===== config.mk =====
export PLATFORM = sky130hd
export DESIGN_NAME = efp_controller
export DESIGN_NICKNAME = d
export VERILOG_FILES = /design/src/hdl/efp_pkg.sv /design/src/hdl/efp_controller.sv
export SDC_FILE = /design/constraint.sdc
export NUM_CORES = 1
export LEC_CHECK = 0
export BUFFER_PORTS_ARGS = -buffer_cell sky130_fd_sc_hd__buf_4
export CAP_MARGIN = 20
export CORE_AREA = 8 8 45 47
export CTS_BUF_LIST = sky130_fd_sc_hd__clkbuf_2 sky130_fd_sc_hd__clkbuf_4 sky130_fd_sc_hd__clkbuf_8
export DETAILED_ROUTE_END_ITERATION = 10
export DIE_AREA = 0 0 53 55
export GPL_TIMING_DRIVEN = 0
export PLACE_DENSITY = 0.58
export RECOVER_POWER = 100
export SYNTH_ARGS = -nofsm -noshare
export SYNTH_HDL_FRONTEND = slang
export SYNTH_SLANG_ARGS = --single-unit

===== constraint.sdc =====
create_clock -name clock -period 1 [get_ports clock]
set_input_delay 0.05 -clock clock [delete_from_list [all_inputs] [get_ports clock]]
set_output_delay 0.05 -clock clock [all_outputs]
set_load 0.03 [all_outputs]

===== src/hdl/efp_pkg.sv =====
`timescale 1ns / 1ps
// Shared types, constants and fixed-point helpers for the escape-time fractal pixel block.
package efp_pkg;

   localparam int WORD_W  = 32;
   localparam int PROD_W  = 64;
   localparam int WIDE_W  = 66;
   localparam int COUNT_W = 16;
   localparam int STEP_W  = 31;
   localparam int INDEX_W = 3;

   typedef enum logic [INDEX_W-1:0] {
      REG_LEFT_EDGE      = 3'd0,
      REG_BOTTOM_EDGE    = 3'd1,
      REG_STEP_X         = 3'd2,
      REG_STEP_Y         = 3'd3,
      REG_MAX_ITERATIONS = 3'd4,
      REG_POWER_MODE     = 3'd5
   } reg_index_type;

   localparam logic signed [WORD_W-1:0] LEFT_RESET   = -32'sd295279002;
   localparam logic signed [WORD_W-1:0] BOTTOM_RESET = -32'sd228170138;
   localparam logic [STEP_W-1:0]        STEP_RESET   = 31'd445645;
   localparam logic [COUNT_W-1:0]       ITER_RESET   = 16'd256;
   localparam logic                     POWER_RESET  = 1'b0;

   typedef enum logic [1:0] {
      OP_MAP = 2'd0,
      OP_ZZ  = 2'd1,
      OP_TZ  = 2'd2
   } mul_sel_type;

   typedef struct packed {
      logic        capture_pixel;
      mul_sel_type mul_sel;
      logic        load_c;
      logic        save_t;
      logic        update_z;
      logic        load_result;
   } cmd_type;

   typedef struct packed {
      logic escape;
      logic zero_limit;
      logic last_iter;
      logic power;
   } status_type;

   function automatic logic signed [WIDE_W-1:0] ext_word(input logic signed [WORD_W-1:0] w);
      return {{(WIDE_W-WORD_W){w[WORD_W-1]}}, w};
   endfunction

   function automatic logic signed [WIDE_W-1:0] ext_prod(input logic signed [PROD_W-1:0] p);
      return {{(WIDE_W-PROD_W){p[PROD_W-1]}}, p};
   endfunction

   // Clamps a wide two's complement value to the 32-bit word range.
   function automatic logic signed [WORD_W-1:0] sat_word(input logic signed [WIDE_W-1:0] v);
      logic all_one;
      logic all_zero;
      all_one  = &v[WIDE_W-1:WORD_W-1];
      all_zero = ~|v[WIDE_W-1:WORD_W-1];
      if (all_one || all_zero) begin
         return v[WORD_W-1:0];
      end else if (v[WIDE_W-1]) begin
         return {1'b1, {(WORD_W-1){1'b0}}};
      end else begin
         return {1'b0, {(WORD_W-1){1'b1}}};
      end
   endfunction

endpackage


===== src/hdl/efp_controller.sv =====
`timescale 1ns / 1ps
// Controller state machine that sequences mapping, iteration and result delivery.
module efp_controller (
   input  logic                 clock,
   input  logic                 reset,
   input  logic                 req_valid,
   output logic                 req_ready,
   output logic                 rsp_valid,
   input  logic                 rsp_ready,
   input  efp_pkg::status_type  status,
   output efp_pkg::cmd_type     cmd
);

   typedef enum logic [2:0] {
      S_IDLE,
      S_MAP,
      S_LOAD,
      S_SQ_MUL,
      S_SQ_EVAL,
      S_CU_MUL,
      S_CU_EVAL,
      S_DONE
   } state_type;

   state_type state_ff;
   state_type state_in;
   logic      rsp_valid_ff;
   logic      rsp_valid_in;
   logic      out_free;

   assign out_free  = !rsp_valid_ff || rsp_ready;
   assign req_ready = (state_ff == S_IDLE);
   assign rsp_valid = rsp_valid_ff;

   always_comb begin
      cmd               = '0;
      cmd.mul_sel       = efp_pkg::OP_ZZ;
      state_in          = state_ff;
      rsp_valid_in      = rsp_valid_ff && !rsp_ready;
      case (state_ff)
         S_IDLE: begin
            cmd.capture_pixel = req_valid;
            if (req_valid) begin
               state_in = S_MAP;
            end
         end
         S_MAP: begin
            cmd.mul_sel = efp_pkg::OP_MAP;
            state_in    = S_LOAD;
         end
         S_LOAD: begin
            cmd.load_c = 1'b1;
            state_in   = status.zero_limit ? S_DONE : S_SQ_MUL;
         end
         S_SQ_MUL: begin
            cmd.mul_sel = efp_pkg::OP_ZZ;
            state_in    = S_SQ_EVAL;
         end
         S_SQ_EVAL: begin
            if (status.escape) begin
               state_in = S_DONE;
            end else if (status.power) begin
               cmd.save_t = 1'b1;
               state_in   = S_CU_MUL;
            end else begin
               cmd.update_z = 1'b1;
               state_in     = status.last_iter ? S_DONE : S_SQ_MUL;
            end
         end
         S_CU_MUL: begin
            cmd.mul_sel = efp_pkg::OP_TZ;
            state_in    = S_CU_EVAL;
         end
         S_CU_EVAL: begin
            cmd.update_z = 1'b1;
            state_in     = status.last_iter ? S_DONE : S_SQ_MUL;
         end
         S_DONE: begin
            if (out_free) begin
               cmd.load_result = 1'b1;
               rsp_valid_in    = 1'b1;
               state_in        = S_IDLE;
            end
         end
         default: begin
            state_in = S_IDLE;
         end
      endcase
   end

   always_ff @(posedge clock) begin
      if (reset) begin
         state_ff     <= S_IDLE;
         rsp_valid_ff <= 1'b0;
      end else begin
         state_ff     <= state_in;
         rsp_valid_ff <= rsp_valid_in;
      end
   end

endmodule


==> metrics list <==
- Max-slew violation count: 0
* Run status: finished with violations
- The largest single stage delay on the critical path is 0.33 ns.
* Cells along the critical path: buf_6 > o21ba_4 > nor3_4 > buf_6
* DP Area: 500.5 um2
* Floorplan die width: 53 um
- Setup slack of the critical path after layout: -0.1745 ns
* Overall die height: 55 um
* Most used cell along the critical path: buf_6
- Latest clock arrival within the worst-skew pair: 0.23 ns
- DIE AREA: 0.002915 mm2
- Final critical-path share of the clock period: 117.4%
- Before antenna repair, the detailed router went through 4 iterations.
- In this run the tightest slew margin relative to its limit is 83.38%.
* Area growth from synthesis to layout: 115.3%
- STA classifies the critical path endpoint as an output pin.
- In this run the cell area of the synthesized design comes to 294.0 um2.
- Yosys reg bits: 4
- First-iteration detailed-routing DRC count: 5
- Max-capacitance violation count: 0
- Hold violation count in the final report: 0
- For this run the aggregate overflow at the end of global routing stands at 0.
* Number of library cell types mapped by synthesis: 23
- Of the cells placed in the final design, the portion with a size suffix greater than 1 is 75.81%.
- Vias in the first global route: 400
- The biggest area contributor in the post-synthesis netlist is dfxtp_1.
* Detailed Place HPWL: 635.2 um
* Violated checks: negative setup slack
- The final layout contains 72 nets.
- At the worst endpoint, the required time is 0.95 ns.
* Hold bufs inserted after CTS: 0
- In the global route stage, overall resource usage came out at 6.995%.
* Summed area of non-filler cells in the final layout: 633.1 um2
- Min-delay worst type: input port to flop
* Count of port buffers added during placement: 16
- Number of rows in the core area: 14
- Post-synthesis instance total: 36
- In this run the worst path has a maximum fanout of 7.
- Crit path buffers/inverters: 2
- Sequential element share of the synthesized area: 27.23%
- Gp weighted congestion: 0.6587
- Hold slack: 0.02306 ns
* Kind of cell adding the most delay to the critical path: flip-flops
- The longest clock path from root to sink contains 2 buffers.
- Timing-limited maximum frequency: 851.5 MHz
- Setup violations remaining at the end of the flow were counted as 10.
- Reported leakage power: 0.0002706 uW
- Avg Vias per Cell: 4.705
- Kind of start point of the critical path: flop
* Post-route ant nets: 0
* RSZ-0062 raised after global routing: true
- 0 antenna diodes ended up in the layout.
- Total power for the finished layout comes to 1047 uW.
* Cell with the largest stage delay on the worst path: dfxtp_2
* Mean post-synth cell area: 8.168 um2
- Number of design rule violations left after detail routing: 0
- In this run, the combinational gates consume 59.9% of the power.
- Entering global routing, the biggest net connects 9 pins.
- Clock Pin Slew Worst Setup and Hold Paths: 0.04 ns
* Fraction of power spent switching nets: 38.66%
- The worst setup path is of the flop to output pin kind.
* Cell types occupying the most area after synthesis: dfxtp_1 27%, nor2_1 6.4%, o41ai_2 5.5%
* CTS H-Tree Depth: 1
* Number of clock buffers inserted by TritonCTS: 3
* Part of the power in registers: 21.5%
* Maximum ir drop on the vdd rail: 0.5327 mV
- In this run, placement finished with an instance count of 68.
* Placeable core region: 0.001384 mm2
- The synthesized design devotes to its leading area cell type 27.23% of total area.
- Maximum clock skew at final layout: 0.0002643 ns
- Post-synthesis net count: 44
- 17 I/O pins were placed.
- Internal power comes to 642.5 uW.
- Initial cell density of the core: 21.25%
- The tree built by TritonCTS fans out to 4 sinks.
- The smallest clock period supported by the final layout is computed as 1.174 ns.
- Cell Count, Final, Fillers Out: 78
- The clock network is responsible for 18.6% of the overall power.
- At the pin with the least slew margin, the transition time is 0.2478 ns.
- For this run, the number of Yosys warnings is 0.
* CTS root buffer: clkbuf_4
* Ratio of total power to cell area: 1654 mW/mm2
- First-pass GRT wire length: 1559 um
- Average routed wire per standard cell: 11.91 um
- The initial antenna violation count is 0.
- TritonCTS built the clock tree.
* Switching power of the nets: 404.9 uW
* Total wire length: 929 um
* Vias after detailed routing: 367
- STA puts the critical path data arrival time at 1.12 ns.
[power groups by stage]
stage	Combinational (uW)	Sequential (uW)	Clock [uW]
2_1_floorplan	361	205	0
3_3_place_gp	484	206	0
3_5_place_dp	489	206	0
4_1_cts	633	203	200
5_1_grt	666	229	223
6_report	627	225	195
[worst paths after layout]
| check | from | end | slack [ns] | depth (start not counted) |
|---|---|---|---|---|
| max | state_ff[1] | cmd[1] | -0.17 | 4 |
| min | reset | rsp_valid | 0.02 | 2 |
| max reg2reg | state_ff[0] | state_ff[1] | -0.08 | 4 |
| min reg2reg | state_ff[0] | state_ff[0] | 0.63 | 2 |
[state kept, by name, indices dropped and copies added (netlist names)]
| signal | cells |
|---|---|
| rsp_valid | 1 |
| state_ff | 3 |
[cells in the final DEF, fill, tap and decap left out, types with 2 or more instances in the layout]
cell	Yosys	final
clkbuf_4	0	3
nor3_4	0	2
buf_6	1	10
nor2_1	5	3
buf_4	2	13
nor3b_2	0	2
dfxtp_2	0	4
nand2_1	2	2
a21oi_1	2	2
[worst register-to-register path: cells and delay by family (launching register included)]
family / cells / cell delay (ns)
buffers and inverters: 2 / 0.30
DFF: 1 / 0.33
AOI/OAI and AO/OA: 2 / 0.32
[layout make-up]
type	count	area, um2
fillers	136	750.7
multi-input cells	27	261.5
repair buffers	24	207.7
flip-flops and latches	4	85.08
plain buffers	2	26.28
clock buffers	3	22.52
well taps	16	20.02
inverters	2	10.01
[routing by layer]
layer	wire [um]	up-vias	global-route usage (%)
met4	0	0	3.879
met1	345	174	6.839
li1	-	178	-
met2	489	15	12.50
met3	93	0	2.674
met5	0	-	0
[stage by stage]
stage | setup TNS, ns | setup slack (ns) | utilization, %
floorplan | -0.3584 | -0.08661 | -
global placement | -0.1242 | -0.05872 | 36.17
detailed placement | -0.1473 | -0.06596 | 36.17
CTS | -1.215 | -0.1766 | 44.67
global route | -1.685 | -0.2350 | 45.75
finish | -1.102 | -0.1745 | 45.75
[repair_timing]
item                                    4_1_cts  5_1_grt
pin swaps                                     6        2
gates resized for setup                      12        6
setup buffers                                 7        1
endpoints found under the setup margin       11       12
cloned                                        0        0
[cells in the mapped netlist]
master / number
o21ai_2: 1
inv_2: 1
nand2b_1: 2
a311oi_2: 1
a211oi_1: 1
inv_1: 1
and2b_1: 1
nor2_1: 5
a21oi_1: 2
nor2b_1: 1
dfxtp_1: 4
buf_4: 2
a21o_1: 1
nand3_1: 2
nand2_1: 2
nor3b_1: 2
buf_6: 1
o21ba_2: 1
and2_1: 1
nor4_1: 1
nor3_1: 1
nor3_2: 1
o41ai_2: 1
[kinds of logic after synthesis]
| group | synth area share (%) |
|---|---|
| flip-flops | 27.24 |
| AND/OR/NAND/NOR | 35.75 |
| AO/OA/AOI/OAI | 25.53 |
| buffers and inverters | 11.49 |
No activity file was read; power rests on OpenSTA's default activity.
